<file path="src/sv/stq_pkg.sv">
// Shared types and constants for the sorted timer queue.
package stq_pkg;

    localparam int MAX_TIMERS_DEF = 16;
    localparam int TIME_BITS_DEF  = 32;
    localparam int ID_W           = 4;
    localparam int FIELD_TIME_W   = 32;
    localparam int RESULT_CAP     = 16;
    localparam int CNT_W          = $clog2(RESULT_CAP);

    typedef enum logic [1:0] {
        REQ_INSERT = 2'd0,
        REQ_ADJUST = 2'd1,
        REQ_DELETE = 2'd2,
        REQ_TICK   = 2'd3
    } t_req;

    typedef enum logic [1:0] {
        ST_OK         = 2'd0,
        ST_NOT_ACTIVE = 2'd1,
        ST_ACTIVE     = 2'd2
    } t_status;

    typedef enum logic [1:0] {
        S_IDLE,
        S_EXEC,
        S_PLACE,
        S_TICK
    } t_state;

    typedef struct packed {
        logic [1:0]              req_type;
        logic [ID_W-1:0]         timer_id;
        logic [FIELD_TIME_W-1:0] expire_time;
        logic [FIELD_TIME_W-1:0] now_time;
    } t_in_item;

    typedef struct packed {
        logic [ID_W-1:0] expired_id;
        logic            expired_flag;
        logic [1:0]      status;
        logic            last;
    } t_out_item;

    // Broadcast command to every cell of the row
    typedef struct packed {
        logic ins;
        logic rem;
    } t_cell_ctl;

endpackage

</file>
<file path="src/sv/stq_cell.sv">
// One cell of the sorted row: holds a single timer entry and shifts with its neighbours.
module stq_cell import stq_pkg::*; #(
    parameter int TIME_BITS = TIME_BITS_DEF
) (
    input  logic                 i_clk,
    input  logic                 i_rst_n,
    input  t_cell_ctl            i_ctl,
    input  logic [ID_W-1:0]      i_new_id,
    input  logic [TIME_BITS-1:0] i_new_exp,
    input  logic                 i_left_valid,
    input  logic [ID_W-1:0]      i_left_id,
    input  logic [TIME_BITS-1:0] i_left_exp,
    input  logic                 i_left_gt,
    input  logic                 i_right_valid,
    input  logic [ID_W-1:0]      i_right_id,
    input  logic [TIME_BITS-1:0] i_right_exp,
    input  logic                 i_rem_sel,
    output logic                 o_valid,
    output logic [ID_W-1:0]      o_id,
    output logic [TIME_BITS-1:0] o_exp,
    output logic                 o_gt,
    output logic                 o_hit
);

    logic                 r_valid, n_valid;
    logic [ID_W-1:0]      r_id, n_id;
    logic [TIME_BITS-1:0] r_exp, n_exp;
    logic                 gt;

    // Empty cells count as later than anything, so the flags rise once along the row
    assign gt = !r_valid || (i_new_exp < r_exp);

    always_comb begin
        n_valid = r_valid;
        n_id    = r_id;
        n_exp   = r_exp;
        if (i_ctl.ins && gt) begin
            if (i_left_gt) begin
                n_valid = i_left_valid;
                n_id    = i_left_id;
                n_exp   = i_left_exp;
            end else begin
                n_valid = 1'b1;
                n_id    = i_new_id;
                n_exp   = i_new_exp;
            end
        end else if (i_ctl.rem && i_rem_sel) begin
            n_valid = i_right_valid;
            n_id    = i_right_id;
            n_exp   = i_right_exp;
        end
    end

    always_ff @(posedge i_clk) begin
        if (!i_rst_n) begin
            r_valid <= 1'b0;
        end else begin
            r_valid <= n_valid;
        end
    end

    always_ff @(posedge i_clk) begin
        r_id  <= n_id;
        r_exp <= n_exp;
    end

    assign o_valid = r_valid;
    assign o_id    = r_id;
    assign o_exp   = r_exp;
    assign o_gt    = gt;
    assign o_hit   = r_valid && (r_id == i_new_id);

endmodule

</file>
<file path="src/sv/sorted_timer_queue_core.sv">
// Sorted timer queue: a row of MAX_TIMERS cells kept in ascending expiry order, equal
// expiries in arrival order. Insert and delete act on the row once the result register
// is free, adjust (delete then re-place) removes in S_EXEC and re-places in S_PLACE,
// and a tick removes one expired timer from the head per cycle while the output is not
// stalled, up to 16 per tick, one result each. Each result waits in an output register,
// so a downstream stall holds the row; a new transaction is taken once the previous one
// has issued its final result.
module sorted_timer_queue_core import stq_pkg::*; #(
    parameter int MAX_TIMERS = MAX_TIMERS_DEF,
    parameter int TIME_BITS  = TIME_BITS_DEF
) (
    input  logic      i_clk,
    input  logic      i_rst_n,
    input  logic      i_in_valid,
    output logic      o_in_ready,
    input  t_in_item  i_in_data,
    output logic      o_out_valid,
    input  logic      i_out_ready,
    output t_out_item o_out_data
);

    localparam int EXT_W = TIME_BITS + FIELD_TIME_W;

    t_state               r_state, n_state;
    t_req                 r_req;
    logic [ID_W-1:0]      r_id;
    logic [TIME_BITS-1:0] r_exp;
    logic [TIME_BITS-1:0] r_now;
    logic [CNT_W-1:0]     r_cnt;
    logic                 r_out_valid;
    t_out_item            r_out;

    logic [EXT_W-1:0]     in_exp_ext;
    logic [EXT_W-1:0]     in_now_ext;
    logic                 in_accept;
    logic                 slot_free;
    logic                 id_ok;
    logic                 act;
    logic                 head_due;
    logic                 next_due;
    logic                 tick_last;
    logic                 emit;
    t_out_item            emit_item;
    t_cell_ctl            ctl;
    logic                 pop;

    logic                 cv   [MAX_TIMERS];
    logic [ID_W-1:0]      cid  [MAX_TIMERS];
    logic [TIME_BITS-1:0] cexp [MAX_TIMERS];
    logic                 cgt  [MAX_TIMERS];
    logic [MAX_TIMERS-1:0] hit;
    logic [MAX_TIMERS-1:0] rem_sel;

    assign in_exp_ext = {{TIME_BITS{1'b0}}, i_in_data.expire_time};
    assign in_now_ext = {{TIME_BITS{1'b0}}, i_in_data.now_time};
    assign o_in_ready = (r_state == S_IDLE);
    assign in_accept  = i_in_valid && o_in_ready;
    assign slot_free  = !r_out_valid || i_out_ready;

    assign id_ok     = (32'(r_id) < MAX_TIMERS);
    assign act       = |hit;
    assign head_due  = cv[0] && (r_now >= cexp[0]);
    assign next_due  = cv[1] && (r_now >= cexp[1]);
    assign tick_last = !head_due || !next_due || (r_cnt == CNT_W'(RESULT_CAP - 1));

    // Cells at or behind the removed entry pull from their right neighbour
    always_comb begin
        rem_sel[0] = pop || hit[0];
        for (int k = 1; k < MAX_TIMERS; k++) begin
            rem_sel[k] = rem_sel[k-1] || hit[k];
        end
    end

    for (genvar g = 0; g < MAX_TIMERS; g++) begin : g_cell
        logic                 left_valid;
        logic [ID_W-1:0]      left_id;
        logic [TIME_BITS-1:0] left_exp;
        logic                 left_gt;
        logic                 right_valid;
        logic [ID_W-1:0]      right_id;
        logic [TIME_BITS-1:0] right_exp;

        if (g == 0) begin : g_first
            assign left_valid = 1'b0;
            assign left_id    = '0;
            assign left_exp   = '0;
            assign left_gt    = 1'b0;
        end else begin : g_mid
            assign left_valid = cv[g-1];
            assign left_id    = cid[g-1];
            assign left_exp   = cexp[g-1];
            assign left_gt    = cgt[g-1];
        end

        if (g == MAX_TIMERS - 1) begin : g_end
            assign right_valid = 1'b0;
            assign right_id    = '0;
            assign right_exp   = '0;
        end else begin : g_inner
            assign right_valid = cv[g+1];
            assign right_id    = cid[g+1];
            assign right_exp   = cexp[g+1];
        end

        stq_cell #(
            .TIME_BITS (TIME_BITS)
        ) u_cell (
            .i_clk         (i_clk),
            .i_rst_n       (i_rst_n),
            .i_ctl         (ctl),
            .i_new_id      (r_id),
            .i_new_exp     (r_exp),
            .i_left_valid  (left_valid),
            .i_left_id     (left_id),
            .i_left_exp    (left_exp),
            .i_left_gt     (left_gt),
            .i_right_valid (right_valid),
            .i_right_id    (right_id),
            .i_right_exp   (right_exp),
            .i_rem_sel     (rem_sel[g]),
            .o_valid       (cv[g]),
            .o_id          (cid[g]),
            .o_exp         (cexp[g]),
            .o_gt          (cgt[g]),
            .o_hit         (hit[g])
        );
    end

    // Next state
    always_comb begin
        n_state = r_state;
        unique case (r_state)
            S_IDLE: begin
                if (in_accept) begin
                    n_state = (t_req'(i_in_data.req_type) == REQ_TICK) ? S_TICK : S_EXEC;
                end
            end
            S_EXEC: begin
                if (slot_free) begin
                    n_state = (r_req == REQ_ADJUST && act) ? S_PLACE : S_IDLE;
                end
            end
            S_PLACE: begin
                if (slot_free) begin
                    n_state = S_IDLE;
                end
            end
            S_TICK: begin
                if (slot_free && tick_last) begin
                    n_state = S_IDLE;
                end
            end
            default: n_state = S_IDLE;
        endcase
    end

    // Row commands and results
    always_comb begin
        ctl       = '0;
        pop       = 1'b0;
        emit      = 1'b0;
        emit_item = '0;
        unique case (r_state)
            S_IDLE: begin
            end
            S_EXEC: begin
                if (slot_free) begin
                    case (r_req)
                        REQ_INSERT: begin
                            emit           = 1'b1;
                            emit_item.last = 1'b1;
                            if (!id_ok) begin
                                emit_item.status = ST_NOT_ACTIVE;
                            end else if (act) begin
                                emit_item.status = ST_ACTIVE;
                            end else begin
                                emit_item.status = ST_OK;
                                ctl.ins          = 1'b1;
                            end
                        end
                        REQ_ADJUST: begin
                            if (act) begin
                                ctl.rem = 1'b1;
                            end else begin
                                emit             = 1'b1;
                                emit_item.last   = 1'b1;
                                emit_item.status = ST_NOT_ACTIVE;
                            end
                        end
                        default: begin
                            emit           = 1'b1;
                            emit_item.last = 1'b1;
                            if (act) begin
                                ctl.rem          = 1'b1;
                                emit_item.status = ST_OK;
                            end else begin
                                emit_item.status = ST_NOT_ACTIVE;
                            end
                        end
                    endcase
                end
            end
            S_PLACE: begin
                if (slot_free) begin
                    ctl.ins          = 1'b1;
                    emit             = 1'b1;
                    emit_item.last   = 1'b1;
                    emit_item.status = ST_OK;
                end
            end
            S_TICK: begin
                if (slot_free) begin
                    emit           = 1'b1;
                    emit_item.last = tick_last;
                    if (head_due) begin
                        ctl.rem                = 1'b1;
                        pop                    = 1'b1;
                        emit_item.expired_id   = cid[0];
                        emit_item.expired_flag = 1'b1;
                    end
                end
            end
            default: begin
            end
        endcase
    end

    always_ff @(posedge i_clk) begin
        if (!i_rst_n) begin
            r_state     <= S_IDLE;
            r_out_valid <= 1'b0;
            r_cnt       <= '0;
        end else begin
            r_state <= n_state;
            if (emit) begin
                r_out_valid <= 1'b1;
            end else if (i_out_ready) begin
                r_out_valid <= 1'b0;
            end
            if (in_accept) begin
                r_cnt <= '0;
            end else if (pop) begin
                r_cnt <= r_cnt + 1'b1;
            end
        end
    end

    always_ff @(posedge i_clk) begin
        if (in_accept) begin
            r_req <= t_req'(i_in_data.req_type);
            r_id  <= i_in_data.timer_id;
            r_exp <= in_exp_ext[TIME_BITS-1:0];
            r_now <= in_now_ext[TIME_BITS-1:0];
        end
        if (emit) begin
            r_out <= emit_item;
        end
    end

    assign o_out_valid = r_out_valid;
    assign o_out_data  = r_out;

endmodule

</file>
<file path="config.mk">
export PLATFORM = sky130hd
export DESIGN_NAME = sorted_timer_queue_core
export DESIGN_NICKNAME = d
export VERILOG_FILES = /design/src/sv/stq_pkg.sv /design/src/sv/stq_cell.sv /design/src/sv/sorted_timer_queue_core.sv
export SDC_FILE = /design/constraint.sdc
export NUM_CORES = 2
export LEC_CHECK = 0
export ABC_AREA = 1
export BUFFER_PORTS_ARGS = -buffer_cell sky130_fd_sc_hd__buf_2
export CAP_MARGIN = 20
export CORE_MARGIN = 1.5
export CORE_UTILIZATION = 50
export DETAILED_ROUTE_END_ITERATION = 8
export PLACE_DENSITY_LB_ADDON = 0.1
export SLEW_MARGIN = 20
export SYNTH_ARGS = -nofsm -noshare
export SYNTH_HDL_FRONTEND = slang
export SYNTH_HIERARCHICAL = 1
export SYNTH_SLANG_ARGS = --single-unit
</file>
<file path="constraint.sdc">
create_clock -name i_clk -period 17.1 [get_ports i_clk]
set_input_delay 1.71 -clock i_clk [delete_from_list [all_inputs] [get_ports i_clk]]
set_output_delay 1.71 -clock i_clk [all_outputs]
set_load 0.01 [all_outputs]
</file>
* After elaboration in Yosys (flattened, before gate mapping)
Cells that the tools add are included.
Word-level totals: register bits 677, bits in latches 0, bits in writable memories 0, ROM bits 0, bits of input ports 74, output and inout bits 10, logic and storage cells 411, memories 0
Operators by class: add/sub/neg operators 1, multipliers 0, div/mod/pow operators 0, $lt $le $gt $ge 18, equal/unequal tests 26, shifts and indexed selects 0, mux-type cells 174, bitwise operators 1, reductions and logical operators 132
Operator list (number):
- 32-bit two-way mux | 47
- 32-bit less-than comparator | 16
- 4-bit two-way mux | 47
- 4-bit equality test | 16
- 32-bit >= comparator | 2
- 1-bit two-way mux | 63
- 1-bit logical AND | 53
- 1-bit logical OR | 35
- 2-bit nonzero test | 17
- 1-bit zero test | 19
- 2-bit two-way mux | 9
- 16-bit OR reduction | 1
- 2-bit case mux with 4 select lines | 1
- 2-bit equality test (second input constant) | 3
- 2-bit inequality test (second input constant) | 3
- 1-bit case mux with 2 select lines | 3
- 3-bit case mux with 2 select lines | 1
- 4-bit by 1-bit adder with 4-bit output (second input constant) | 1
- 2-bit by 1-bit equality test with 1-bit output (second input constant) | 2
- 4-bit equality test (second input constant) | 1
- 2-bit zero test | 2
- 2-bit case mux with 2 select lines | 1
- 4-bit AND reduction | 1
- 2-bit OR reduction | 2
- other kinds (6) | 6

* Depth between registers and ports, before layout
depth after elaboration 24, mapped depth 22

* Modules after synthesis
Netlist, hierarchy kept.
By module, submodules not included:
- stq_cell | instances 16, cells each 354, area an instance 3050.4 µm², seq. area each 1101.1 µm²
- sorted_timer_queue_core | instances 1, cells each 485, area an instance 4785.8 µm², seq. area each 2482.4 µm²

* Least setup slack after synthesis
No wires, ideal clock.
path kind reg-to-reg, from reg r_id[2], to reg g_cell[0].u_cell.r_exp[0] (enable), setup time 0.394 ns, arrival 7.619 ns, setup slack 9.087 ns, stages on the path, launching flop included 13, path buffers 2, period minus slack after synthesis 8.013 ns, path through edfxtp_1 > xnor2_1 > nand3_1 > a2111oi_0 > nor4_2 > nand4_1 > inv_1 > nand3_1 > a21boi_0 > nand2_4 > buf_8 > buf_12 > nand2_1
RTL lines:
- from (decl) | line sorted_timer_queue_core.sv:26 | logic [ID_W-1:0] r_id;
- from (signal assigned) | line sorted_timer_queue_core.sv:251 | r_id <= i_in_data.timer_id;
- to (signal assigned) | line stq_cell.sv:64 | r_exp <= n_exp;
- to (decl) | line stq_cell.sv:27 | logic [TIME_BITS-1:0] r_exp, n_exp;

==> flow_summary.toml <==
[routing]
vias = 42600
drc = 0
avgRoutedWirePerCell_um = 20.9
wl_met1_um = 66100
final_antenna_net_count = 0
met2_length_um = 81300
firstDrtPassIters = 5
totalWireLength_um = 161000
drtIter0Drc = 3497
via_per_inst = 5.53
top_layer = "met4"
wl_met3_um = 8450

[clock_network]
post_cts_buffers = 0
clkTransAtPathRegs_ns = 0.06
htree_levels = 3
post_cts_resize_count = 0
cts_tree = "yes"
cts.hold.buffers_added = 0
cts_root_buffer = "clkbuf_16"
worstSkewPairLatency_ns = 0.66
cts_buffers = 81
cts_max_path_buffers = 3
clock_sinks = 677

[finish]
syn_to_final_growth_pct = 7.31
final_cell_area_um2 = 57500
postLayoutCoreUtil_pct = 54.4
fin_nets = 6876
nFillCells = 10000
drive_gt1_share_pct = 22.0
fin_cells = 7696

[die]
fp.dieH_um = 330
die_area_um2 = 109000
core_area_um2 = 106000
ioPinCount = 84
fp.dieW_um = 330
fp-row-count = 119
start_util_pct = 50.7

[sta]
slew_headroom_pct = 34.3
hold_violations = 0
min_period_ns = 5.17
fmaxAchievable_mhz = 193
fin_skew_ns = 0.0263
setup_tns_ns = 0
setup_viol_count_final = 0
fin_crit_sh_pct = 30.3
worst_pin_slew_ns = 0.985
holdWs_ns = 0.484
rsz0062_at_grt = "no"
maxSlewViolCount = 0
worst_slack_ns = 11.93

[logic_synthesis]
synth-simple-area-share_pct = 24.1
ys_types = 42
synth_edf_count = 654
synthAdderAreaFrac_pct = 13.2
synth_compound_area_share_pct = 15.0
synth-xor-area-share_pct = 0.261
synth_async_sr_flop_share_pct = 0
avgSynthCellArea_um2 = 8.72
synthCells = 6149
yosysSeqAreaShare_pct = 37.5
syn-cell-area_um2 = 53600
synth_ff_type = "edfxtp_1"
synth_top_family_by_area = "simple AND/OR/NAND/NOR gates"
ys_ff_latch = 677
synth.area.mux_share_pct = 0
synth_warnings = 6

[critical_path]
critPathMaxStageDelay_ns = 0.73
arrival_ns = 5.47
cp_cell_sequence = "buf_4 > xnor2_1 > nand3_1 > a2111oi_0 > nor4_1 > nand4_1 > inv_1 > nand3_1 > a21boi_4 > buf_4 > nand2_4 > nand2_1 > buf_4"
crit_fanout = 40
cp.required_ns = 17.39
worst_path_max_delay_cell = "edfxtp_1"
critPathCaptureType = "flop"
crit_type = "flop to flop"
reg2reg_setup_slack_ns = 11.93
crit_top_cell = "buf_4"
worstSetupStartpointType = "flop"

[global_routing]
antenna_found_initial = 4
gr-total-overflow = 0
grt.total_usage_pct = 29.2
grt_pass1_wl_um = 245000
grt_pass1_vias = 42000
grt_max_degree = 49

[pwr]
internal-power_mw = 3.41
p_sw_share_pct = 29.8
leakagePower_nw = 28.0
clockPowerShare_pct = 39.0
p_seq_share_pct = 41.9
power_switching_mw = 1.45
totalPowerFinal_mw = 4.86
power_density_nw_per_um2 = 84.5
combPwrFrac_pct = 19.1
ir_drop_v = 0.0000684

[job]
cap_viol_max_count = 0

[placement]
post_dp_cell_area_um2 = 54600
place_congestion = 0.871
dp_hpwl_um = 120000
dp_cells = 7544
dp_slack_ns = 11.72
place.port_buffers = 83

[status]
status = "complete, no violations"

[min_path]
hold_class = "flop to flop"
critical path: cells and delay by family (launching register included):
family / cells / cell delay [ns]
DFF: 1 / 0.73
buffers and inverters: 4 / 1.72
AOI/OAI and AO/OA: 2 / 0.23
xor gates and xnor gates: 1 / 0.13
and+or+nand+nor: 6 / 1.93
final cells by class:
| cell class | instances | area [µm²] | share of cell area [%] |
|---|---|---|---|
| Sequential cell | 677 | 20100 | 35.0 |
| Multi-Input combinational cell | 4475 | 28500 | 49.5 |
| Inverter | 830 | 3240 | 5.63 |
| Timing Repair Buffer | 172 | 1090 | 1.90 |
| Clock buffer | 107 | 2250 | 3.91 |
| Antenna cell | 1 | 2.50 | 0.00435 |
| Tap cell | 1391 | 1740 | 3.03 |
| Clock inverter | 43 | 622 | 1.08 |
state kept, by name (all words and copies together), names as in the netlist, 4 cells and up:
register,count
r_cnt,4
g_cell.u_cell/o_exp,512
r_now,32
g_cell.u_cell/o_id,64
o_out_data,8
g_cell.u_cell/o_valid,16
r_id,4
r_exp,32
kinds of logic (layout without fill, tap and decap cells):
group | after synthesis | count (layout)
other | 1 | 76
buffers and inverters | 1071 | 1152
adders and majority gates | 565 | 565
DFF | 677 | 677
and+or+nand+nor | 2841 | 2841
AOI/OAI and AO/OA | 978 | 978
xor gates and xnor gates | 16 | 16
path summary, 6_finish.rpt:
kind,endpoint,startpoint,depth (start not counted)
worst min register to register,r_cnt[1],r_cnt[1],2
worst max register to register,g_cell[15].u_cell/o_exp[6],r_id[2],13
worst min-delay path,r_cnt[1],r_cnt[1],2
worst max-delay path,g_cell[15].u_cell/o_exp[6],r_id[2],13
routing by layer:
layer	vias up	track usage [%]
li1	20700	-
met1	20400	36.2
met2	1161	52.5
met3	312	3.37
met4	0	9.99
met5	-	0
cells in the final DEF, fill, tap and decap left out, types with 17 or more instances in the layout:
cell / n
buf_2: 83
nand4_1: 21
inv_1: 793
o21ai_0: 53
ha_1: 565
nand2_2: 162
conb_1: 75
inv_2: 17
a21oi_1: 272
o211ai_1: 256
nand2_1: 1720
nand3_1: 127
o211ai_2: 320
dfxtp_1: 23
o21ai_1: 34
nor2_1: 217
edfxtp_1: 654
or2_2: 530
buf_4: 88
clkbuf_16: 83
nor3_1: 19
Yosys cell counts, types with 4 or more instances:
library cell | number | share of area (%)
dfxtp_1 | 23 | 0.86
o22ai_1 | 16 | 0.19
nor3_1 | 19 | 0.18
xnor2_1 | 16 | 0.26
buf_8 | 16 | 0.45
a2111oi_0 | 16 | 0.26
or2_2 | 530 | 6.2
buf_6 | 17 | 0.36
nand2_1 | 1720 | 12
nor3_2 | 16 | 0.30
buf_2 | 80 | 0.75
o211ai_2 | 320 | 7.5
nor2_1 | 217 | 1.5
clkbuf_1 | 80 | 0.56
inv_8 | 16 | 0.34
o21ai_1 | 34 | 0.32
nand2_2 | 162 | 1.9
o211ai_1 | 256 | 3.6
nand3_1 | 127 | 1.2
inv_2 | 17 | 0.12
a21oi_1 | 272 | 2.5
nand4_1 | 21 | 0.25
o21a_1 | 4 | 0.056
nand2_4 | 16 | 0.34
edfxtp_1 | 654 | 37
buf_12 | 48 | 1.8
o21ai_0 | 53 | 0.49
inv_1 | 797 | 5.6
ha_1 | 565 | 13
power groups by stage:
stage	sequential [mW]	clock (mW)	combinational [mW]
2_1_floorplan	2.07	0	0.663
4_1_cts	2.04	1.93	0.919
3_3_place_gp	2.07	0	0.883
5_1_grt	2.04	1.98	1.04
3_5_place_dp	2.07	0	0.914
6_report	2.04	1.90	0.926
Note: power is estimated with default switching activity, not from simulation.
